**src/rtl/core/assert_macros.svh**
```systemverilog
// assertion helpers shared by the core modules
`ifndef ASSERT_MACROS_SVH
`define ASSERT_MACROS_SVH

// property holds at every clock edge outside reset
`define FLT_ASSERT(lbl, clk, rst, prop, msg) \
   lbl: assert property (@(posedge clk) disable iff (rst) (prop)) else $error(msg);

// consequent holds in the cycle after the antecedent
`define FLT_ASSERT_NEXT(lbl, clk, rst, pre, post, msg) \
   lbl: assert property (@(posedge clk) disable iff (rst) (pre) |=> (post)) else $error(msg);

`endif

```
**src/rtl/core/flt_pkg.sv**
```systemverilog
`timescale 1ns / 1ps
package flt_pkg;

   localparam int DATA_BITS = 31;
   localparam int CNT_BITS  = $clog2(DATA_BITS);

   localparam logic [CNT_BITS-1:0] DIV_LAST = CNT_BITS'(DATA_BITS - 1);

   typedef enum logic [1:0] {
      ST_IDLE,
      ST_GCD,
      ST_DIV,
      ST_DONE
   } ctrl_state_type;

   typedef struct packed {
      logic load;
      logic gcd_step;
      logic div_init;
      logic div_step;
   } dp_cmd_type;

   typedef struct packed {
      logic den_zero;
      logic gcd_done;
      logic div_last;
   } dp_status_type;

endpackage

```
**src/rtl/core/flt_ctrl.sv**
```systemverilog
`timescale 1ns / 1ps
`include "assert_macros.svh"
module flt_ctrl
   import flt_pkg::*;
(
   input  logic          clock,
   input  logic          reset,
   input  logic          start,
   output logic          busy,
   output logic          rsp_valid,
   output dp_cmd_type    cmd,
   input  dp_status_type status
);

   ctrl_state_type state_ff;
   ctrl_state_type state_in;

   always_ff @(posedge clock) begin
      if (reset) begin
         state_ff <= ST_IDLE;
      end else begin
         state_ff <= state_in;
      end
   end

   always_comb begin
      state_in  = state_ff;
      cmd       = '0;
      busy      = 1'b1;
      rsp_valid = 1'b0;
      case (state_ff)
         ST_IDLE: begin
            busy = 1'b0;
            if (start) begin
               cmd.load = 1'b1;
               state_in = ST_GCD;
            end
         end
         ST_GCD: begin
            if (status.den_zero) begin
               state_in = ST_DONE;
            end else if (status.gcd_done) begin
               cmd.div_init = 1'b1;
               state_in     = ST_DIV;
            end else begin
               cmd.gcd_step = 1'b1;
            end
         end
         ST_DIV: begin
            cmd.div_step = 1'b1;
            if (status.div_last) begin
               state_in = ST_DONE;
            end
         end
         ST_DONE: begin
            rsp_valid = 1'b1;
            state_in  = ST_IDLE;
         end
         default: begin
            state_in = ST_IDLE;
         end
      endcase
   end

   `FLT_ASSERT_NEXT(a_rsp_single, clock, reset, rsp_valid, !rsp_valid, "result strobe held")
   `FLT_ASSERT_NEXT(a_accept_busy, clock, reset, start && !busy, busy, "accepted beat not busy")
   `FLT_ASSERT(a_one_cmd, clock, reset, $onehot0(cmd), "more than one datapath command")

endmodule

```
**src/rtl/core/flt_dp.sv**
```systemverilog
`timescale 1ns / 1ps
`include "assert_macros.svh"
module flt_dp
   import flt_pkg::*;
(
   input  logic                 clock,
   input  logic                 reset,
   input  dp_cmd_type           cmd,
   output dp_status_type        status,
   input  logic [DATA_BITS-1:0] req_num_in,
   input  logic [DATA_BITS-1:0] req_den_in,
   output logic [DATA_BITS-1:0] rsp_num_out,
   output logic [DATA_BITS-1:0] rsp_den_out,
   output logic [DATA_BITS-1:0] rsp_common_divisor,
   output logic                 rsp_zero_den_error
);

   logic [DATA_BITS-1:0] a_ff, a_in, b_ff, b_in;
   logic [CNT_BITS-1:0]  k_ff, k_in;
   logic [DATA_BITS-1:0] num_ff, num_in, den_ff, den_in;
   logic [DATA_BITS-1:0] g_ff, g_in;
   logic [DATA_BITS-1:0] rem_n_ff, rem_n_in, q_n_ff, q_n_in;
   logic [DATA_BITS-1:0] rem_d_ff, rem_d_in, q_d_ff, q_d_in;
   logic [CNT_BITS-1:0]  cnt_ff, cnt_in;
   logic                 err_ff, err_in;

   logic                 a_ge_b;
   logic [DATA_BITS-1:0] diff;
   logic [DATA_BITS:0]   g_ext, trial_n, trial_d;
   logic                 fit_n, fit_d;

   // binary gcd step
   assign a_ge_b = a_ff >= b_ff;
   assign diff   = a_ge_b ? (a_ff - b_ff) : (b_ff - a_ff);

   // restoring division of both parts by the divisor
   assign g_ext   = {1'b0, g_ff};
   assign trial_n = {rem_n_ff, q_n_ff[DATA_BITS-1]};
   assign trial_d = {rem_d_ff, q_d_ff[DATA_BITS-1]};
   assign fit_n   = trial_n >= g_ext;
   assign fit_d   = trial_d >= g_ext;

   always_comb begin
      a_in     = a_ff;
      b_in     = b_ff;
      k_in     = k_ff;
      num_in   = num_ff;
      den_in   = den_ff;
      g_in     = g_ff;
      rem_n_in = rem_n_ff;
      q_n_in   = q_n_ff;
      rem_d_in = rem_d_ff;
      q_d_in   = q_d_ff;
      cnt_in   = cnt_ff;
      err_in   = err_ff;
      if (cmd.load) begin
         a_in   = req_num_in;
         b_in   = req_den_in;
         k_in   = '0;
         num_in = req_num_in;
         den_in = req_den_in;
         err_in = (req_den_in == '0);
      end
      if (cmd.gcd_step) begin
         if (!a_ff[0] && !b_ff[0]) begin
            a_in = a_ff >> 1;
            b_in = b_ff >> 1;
            k_in = k_ff + CNT_BITS'(1);
         end else if (!a_ff[0]) begin
            a_in = a_ff >> 1;
         end else if (!b_ff[0]) begin
            b_in = b_ff >> 1;
         end else if (a_ge_b) begin
            a_in = diff >> 1;
         end else begin
            b_in = diff >> 1;
         end
      end
      if (cmd.div_init) begin
         // one of a and b is zero here
         g_in     = (a_ff | b_ff) << k_ff;
         rem_n_in = '0;
         q_n_in   = num_ff;
         rem_d_in = '0;
         q_d_in   = den_ff;
         cnt_in   = '0;
      end
      if (cmd.div_step) begin
         rem_n_in = fit_n ? DATA_BITS'(trial_n - g_ext) : trial_n[DATA_BITS-1:0];
         rem_d_in = fit_d ? DATA_BITS'(trial_d - g_ext) : trial_d[DATA_BITS-1:0];
         q_n_in   = {q_n_ff[DATA_BITS-2:0], fit_n};
         q_d_in   = {q_d_ff[DATA_BITS-2:0], fit_d};
         cnt_in   = cnt_ff + CNT_BITS'(1);
      end
   end

   always_ff @(posedge clock) begin
      if (reset) begin
         cnt_ff <= '0;
         err_ff <= 1'b0;
      end else begin
         cnt_ff <= cnt_in;
         err_ff <= err_in;
      end
   end

   always_ff @(posedge clock) begin
      a_ff     <= a_in;
      b_ff     <= b_in;
      k_ff     <= k_in;
      num_ff   <= num_in;
      den_ff   <= den_in;
      g_ff     <= g_in;
      rem_n_ff <= rem_n_in;
      q_n_ff   <= q_n_in;
      rem_d_ff <= rem_d_in;
      q_d_ff   <= q_d_in;
   end

   assign status.den_zero = err_ff;
   assign status.gcd_done = (a_ff == '0) || (b_ff == '0);
   assign status.div_last = (cnt_ff == DIV_LAST);

   assign rsp_num_out        = err_ff ? '0 : q_n_ff;
   assign rsp_den_out        = err_ff ? '0 : q_d_ff;
   assign rsp_common_divisor = err_ff ? '0 : g_ff;
   assign rsp_zero_den_error = err_ff;

   `FLT_ASSERT(a_gcd_nonzero, clock, reset, !cmd.gcd_step || !status.gcd_done, "gcd step at end")
   `FLT_ASSERT(a_rem_n_below, clock, reset, !cmd.div_step || rem_n_ff < g_ff, "num remainder")
   `FLT_ASSERT(a_rem_d_below, clock, reset, !cmd.div_step || rem_d_ff < g_ff, "den remainder")

endmodule

```
**src/rtl/core/fraction_lowest_terms.sv**
```systemverilog
// fraction_lowest_terms: reduces num/den to lowest terms.
// input: pulse start with req_num_in and req_den_in while busy is low;
// the beat is taken at that edge and busy stays high until the result.
// output: rsp_valid is high for exactly one cycle with rsp_num_out,
// rsp_den_out, rsp_common_divisor and rsp_zero_den_error; the receiver
// must take the beat in that cycle, it cannot stall the block.
// a zero denominator flags rsp_zero_den_error with all other fields zero,
// and the block then goes from the gcd state straight to the done state.
// otherwise the divisor comes from a binary gcd loop, one shift or one
// subtract-and-shift per cycle, followed by restoring division over all
// 31 quotient bits, both parts divided side by side.
// one fraction is in flight at a time; a new start can be taken in the
// cycle after the strobe.
// synchronous active-high reset returns the block to idle with no result
// pending; no clearing pass is needed.
`timescale 1ns / 1ps
module fraction_lowest_terms
   import flt_pkg::*;
(
   input  logic                 clock,
   input  logic                 reset,
   input  logic                 start,
   output logic                 busy,
   input  logic [DATA_BITS-1:0] req_num_in,
   input  logic [DATA_BITS-1:0] req_den_in,
   output logic                 rsp_valid,
   output logic [DATA_BITS-1:0] rsp_num_out,
   output logic [DATA_BITS-1:0] rsp_den_out,
   output logic [DATA_BITS-1:0] rsp_common_divisor,
   output logic                 rsp_zero_den_error
);

   dp_cmd_type    cmd;
   dp_status_type status;

   flt_ctrl u_ctrl (
      .clock     (clock),
      .reset     (reset),
      .start     (start),
      .busy      (busy),
      .rsp_valid (rsp_valid),
      .cmd       (cmd),
      .status    (status)
   );

   flt_dp u_dp (
      .clock              (clock),
      .reset              (reset),
      .cmd                (cmd),
      .status             (status),
      .req_num_in         (req_num_in),
      .req_den_in         (req_den_in),
      .rsp_num_out        (rsp_num_out),
      .rsp_den_out        (rsp_den_out),
      .rsp_common_divisor (rsp_common_divisor),
      .rsp_zero_den_error (rsp_zero_den_error)
   );

endmodule

```
**config.mk**
```make
export PLATFORM = sky130hd
export DESIGN_NAME = fraction_lowest_terms
export DESIGN_NICKNAME = d
export VERILOG_FILES = /design/src/rtl/core/flt_pkg.sv /design/src/rtl/core/flt_ctrl.sv /design/src/rtl/core/flt_dp.sv /design/src/rtl/core/fraction_lowest_terms.sv
export VERILOG_INCLUDE_DIRS = /design/src /design/src/rtl/core
export SDC_FILE = /design/constraint.sdc
export NUM_CORES = 1
export LEC_CHECK = 0
export BUFFER_PORTS_ARGS = -buffer_cell sky130_fd_sc_hd__buf_2
export CORE_MARGIN = 1.5
export CORE_UTILIZATION = 35
export CTS_CLUSTER_SIZE = 12
export DETAILED_ROUTE_END_ITERATION = 16
export GPL_TIMING_DRIVEN = 0
export PLACE_DENSITY_LB_ADDON = 0.1
export SETUP_SLACK_MARGIN = 0.1
export SLEW_MARGIN = 30
export SYNTH_ARGS = -nofsm -noshare
export SYNTH_HDL_FRONTEND = slang
export SYNTH_SLANG_ARGS = --single-unit
```
**constraint.sdc**
```tcl
create_clock -name clock -period 6.8 [get_ports clock]
set_input_delay 1.02 -clock clock [delete_from_list [all_inputs] [get_ports clock]]
set_output_delay 1.02 -clock clock [all_outputs]
set_load 0.02 [all_outputs]
```
==> impl_metrics.ini <==
[placed_design]
place.gp.congestion = 0.948
portBuffers = 160
place_ws_ps = 1960
detailed_place_hpwl_mm = 60.8

[sta]
skew_ps = 22.3
period_needed_ps = 4900
final.setup.worst_slack_ps = 1900
max_slew_margin_pct = 30.9
finalCritPeriodShare_pct = 72.0
slew_viol_final = 0
timing.setup.tns_ps = 0
finalHoldViolCount = 0
tightest_slew_ps = 1030
rsz0062_at_grt = false
setup_viol = 0
fmax_mhz = 204

[layout]
regArea_sq_um = 8020
final_common_cell = edfxtp_1
mostFrequentLayoutCells = edfxtp_1 (217), nor2_1 (198), buf_2 (184)
multi_input_area_sq_um = 12300
fillCellCount = 6107
layout-drive-gt1-share_pct = 15.7
post-route-util_pct = 40.7
area_growth_pct = 14.8
nNetsFinal = 2681

[floorplanning]
core_area_sq_um = 60400
start_util_pct = 35.4
die_area_sq_um = 62600
die_h_microns = 250
ioPinCount = 161
fp.dieW_microns = 250
rows = 90

[logic_synthesis]
yosys_warnings = 0
synthCells = 2243
seq_area_frac_synth_pct = 37.5
syn-mean-instance-area_sq_um = 9.53
ys_ff_latch = 292
synthFlopType = edfxtp_1
synthesis.nets = 2475
syn_area_sq_um = 21400
post_synth_num_cell_types = 88
async_flop_share_pct = 0
synth-edff-count = 217

[worst_setup_path]
cp_common_cell = a21oi_1
cp_slowest_cell = clkinv_1
cp_cell_sequence = clkbuf_1 > clkinv_1 > ha_1 > fa_1 > o21bai_1 > a21oi_1 > o31ai_2 > a21oi_1 > o21a_1 > o41ai_2 > o41ai_2 > o31ai_1 > xnor2_1 > a21oi_1
worst-path-max-fanout = 10
crit_required_ps = 7230
worstSetupStartpointType = flop
reg2reg_depth = 14
worst_setup_path_end_kind = flop
cpPeakStageDelay_ps = 500
criticalPathCategory = flop to flop
arrival_ps = 5330

[global_route]
grt_use_total_pct = 24.0
grt_pass1_vias = 18500
grt_pass1_wl_mm = 114
grt_antenna_before_repair = 0
grt_max_degree = 44
grt_overflow = 0

[clock_tree]
clock_sinks = 292
hold_buffers = 0
worstSkewPairLatency_ps = 570
cts_resized = 0
clock_path_buffers = 3
h-tree-depth = 2
numCtsBuffers = 38
cts_tree = yes
cts.clk_slew.worst_paths_ps = 60
post_cts_buffers = 0
cts_root_buf = clkbuf_16

[drt]
viasPerCell = 5.60
dr.max_layer_used = met4
vias = 18300
post-route-drc-count = 0
ant_nets = 0
m1WireLength_mm = 30.5
drt_iter0_drc = 1213
wire_per_inst_microns = 23.4
met3WireLength_mm = 3.09
routed_wl_mm = 76.3
firstDrtPassIters = 8
route.met2.wl_mm = 39.0

[power_and_ir_drop]
p_total_mw = 13.6
irDropWorstVdd_mv = 0.274
p_per_area_nw_per_um2 = 553
leakage_nw = 9.86

[min_path]
hold_class = flop to flop
hold_depth = 2

[flow_run]
drv_cap = 0

[status]
status = finished clean
## power by group
part / switching, mW / total, mW / internal (mW) / leakage [nW]
Clock: 0.829 / 2.01 / 1.18 / 0.605
Sequential: 0.489 / 3.10 / 2.61 / 2.64
Combinational: 5.37 / 8.47 / 3.10 / 6.62
Total: 6.69 / 13.6 / 6.88 / 9.86
## metrics by stage
| stage | cell area, sq um | std cells | hold slack, ps |
|---|---|---|---|
| after floorplan | 21400 | 2243 | 470 |
| after global placement | 23200 | 3185 | 515 |
| after detailed placement | 23300 | 3191 | 526 |
| after CTS | 24500 | 3260 | 535 |
| after global routing | 24500 | 3260 | 552 |
| final | 24500 | 3261 | 538 |
## per-layer routing
layer,up-vias,track usage (%)
met1,8988,27.9
met2,445,43.5
met5,-,0
li1,8671,-
met4,0,11.5
met3,149,2.87
## critical path: cells and delay by family, from the launching register on
kind / cells / cell delay [ps]
xor gates and xnor gates: 1 / 220
DFF: 1 / 450
adders and majority gates: 2 / 770
AOI/OAI and AO/OA: 9 / 2310
buffers and inverters: 2 / 990
## cell type report
type,count,share of cell area [%]
diodes,1,0.0102
multi-input cells,1673,50.0
plain buffers,123,2.13
inverters,155,2.37
clock buffers,48,4.28
clock inverters,21,0.765
flip-flops and latches,292,32.7
repair buffers,166,3.78
well taps,782,3.99
## synthesized netlist by cell type (5+ instances only)
library cell / count / share of area [%]
a21o_1: 28 / 0.98
mux4_2: 27 / 2.8
xnor2_1: 82 / 3.4
buf_1: 15 / 0.26
clkbuf_1: 81 / 1.4
nor4_1: 37 / 1.1
a32oi_1: 22 / 0.90
a211oi_1: 27 / 0.95
buf_2: 23 / 0.54
ha_1: 163 / 9.5
a221o_1: 6 / 0.28
a211o_1: 6 / 0.25
xor2_1: 26 / 1.1
o22ai_1: 48 / 1.4
o21ai_0: 94 / 2.2
or3_1: 11 / 0.32
or2_2: 5 / 0.15
a222oi_1: 14 / 0.66
o21bai_1: 24 / 0.84
edfxtp_1: 217 / 30
nand4_1: 19 / 0.56
o31a_1: 9 / 0.37
and3_1: 5 / 0.15
nand2b_1: 7 / 0.20
a221oi_1: 10 / 0.41
o21ai_1: 6 / 0.14
a31oi_1: 15 / 0.44
dfxtp_1: 75 / 7.0
inv_1: 150 / 2.6
and2_1: 13 / 0.38
nand3_1: 31 / 0.73
nor2b_1: 89 / 2.6
nand2_1: 174 / 3.1
a21oi_1: 148 / 3.5
nor2_1: 198 / 3.5
o31ai_1: 24 / 0.84
o21a_1: 9 / 0.32
mux2_2: 72 / 3.8
mux2i_1: 97 / 4.5
o211ai_1: 15 / 0.53
nor3_1: 37 / 0.87
## path summary, 6_finish.rpt
check                 from             to  slack, ps
max           u_dp.a_ff[0]  u_dp.a_ff[29]       1900
min          u_dp.b_ff[30]  u_dp.b_ff[30]        540
max reg2reg   u_dp.a_ff[0]  u_dp.a_ff[29]       1900
min reg2reg  u_dp.b_ff[30]  u_dp.b_ff[30]        540
## registers in the layout, summed over array words and instances (netlist names)
signal / flops
u_dp.rem_n_ff: 31
u_dp.rsp_zero_den_error: 1
u_dp.cnt_ff: 5
u_dp.g_ff: 31
u_dp.a_ff: 31
u_dp.q_n_ff: 31
u_dp.q_d_ff: 31
u_dp.den_ff: 31
u_dp.rem_d_ff: 31
u_dp.b_ff: 31
u_dp.k_ff: 5
u_dp.num_ff: 31
u_ctrl.state_ff: 2
## cells by family (layout without fill, tap and decap cells)
kind of cell / after synthesis / count (layout) / share of synthesized area (%)
buffers and inverters: 278 / 513 / 5.12
other: 0 / 1 / 0
DFF: 292 / 292 / 37.5
and+or+nand+nor: 646 / 646 / 14.4
adders and majority gates: 167 / 167 / 9.91
xor gates and xnor gates: 108 / 108 / 4.42
muxes: 196 / 196 / 11.2
AOI/OAI and AO/OA: 556 / 556 / 17.4
No activity file was read; power rests on OpenSTA's default activity.
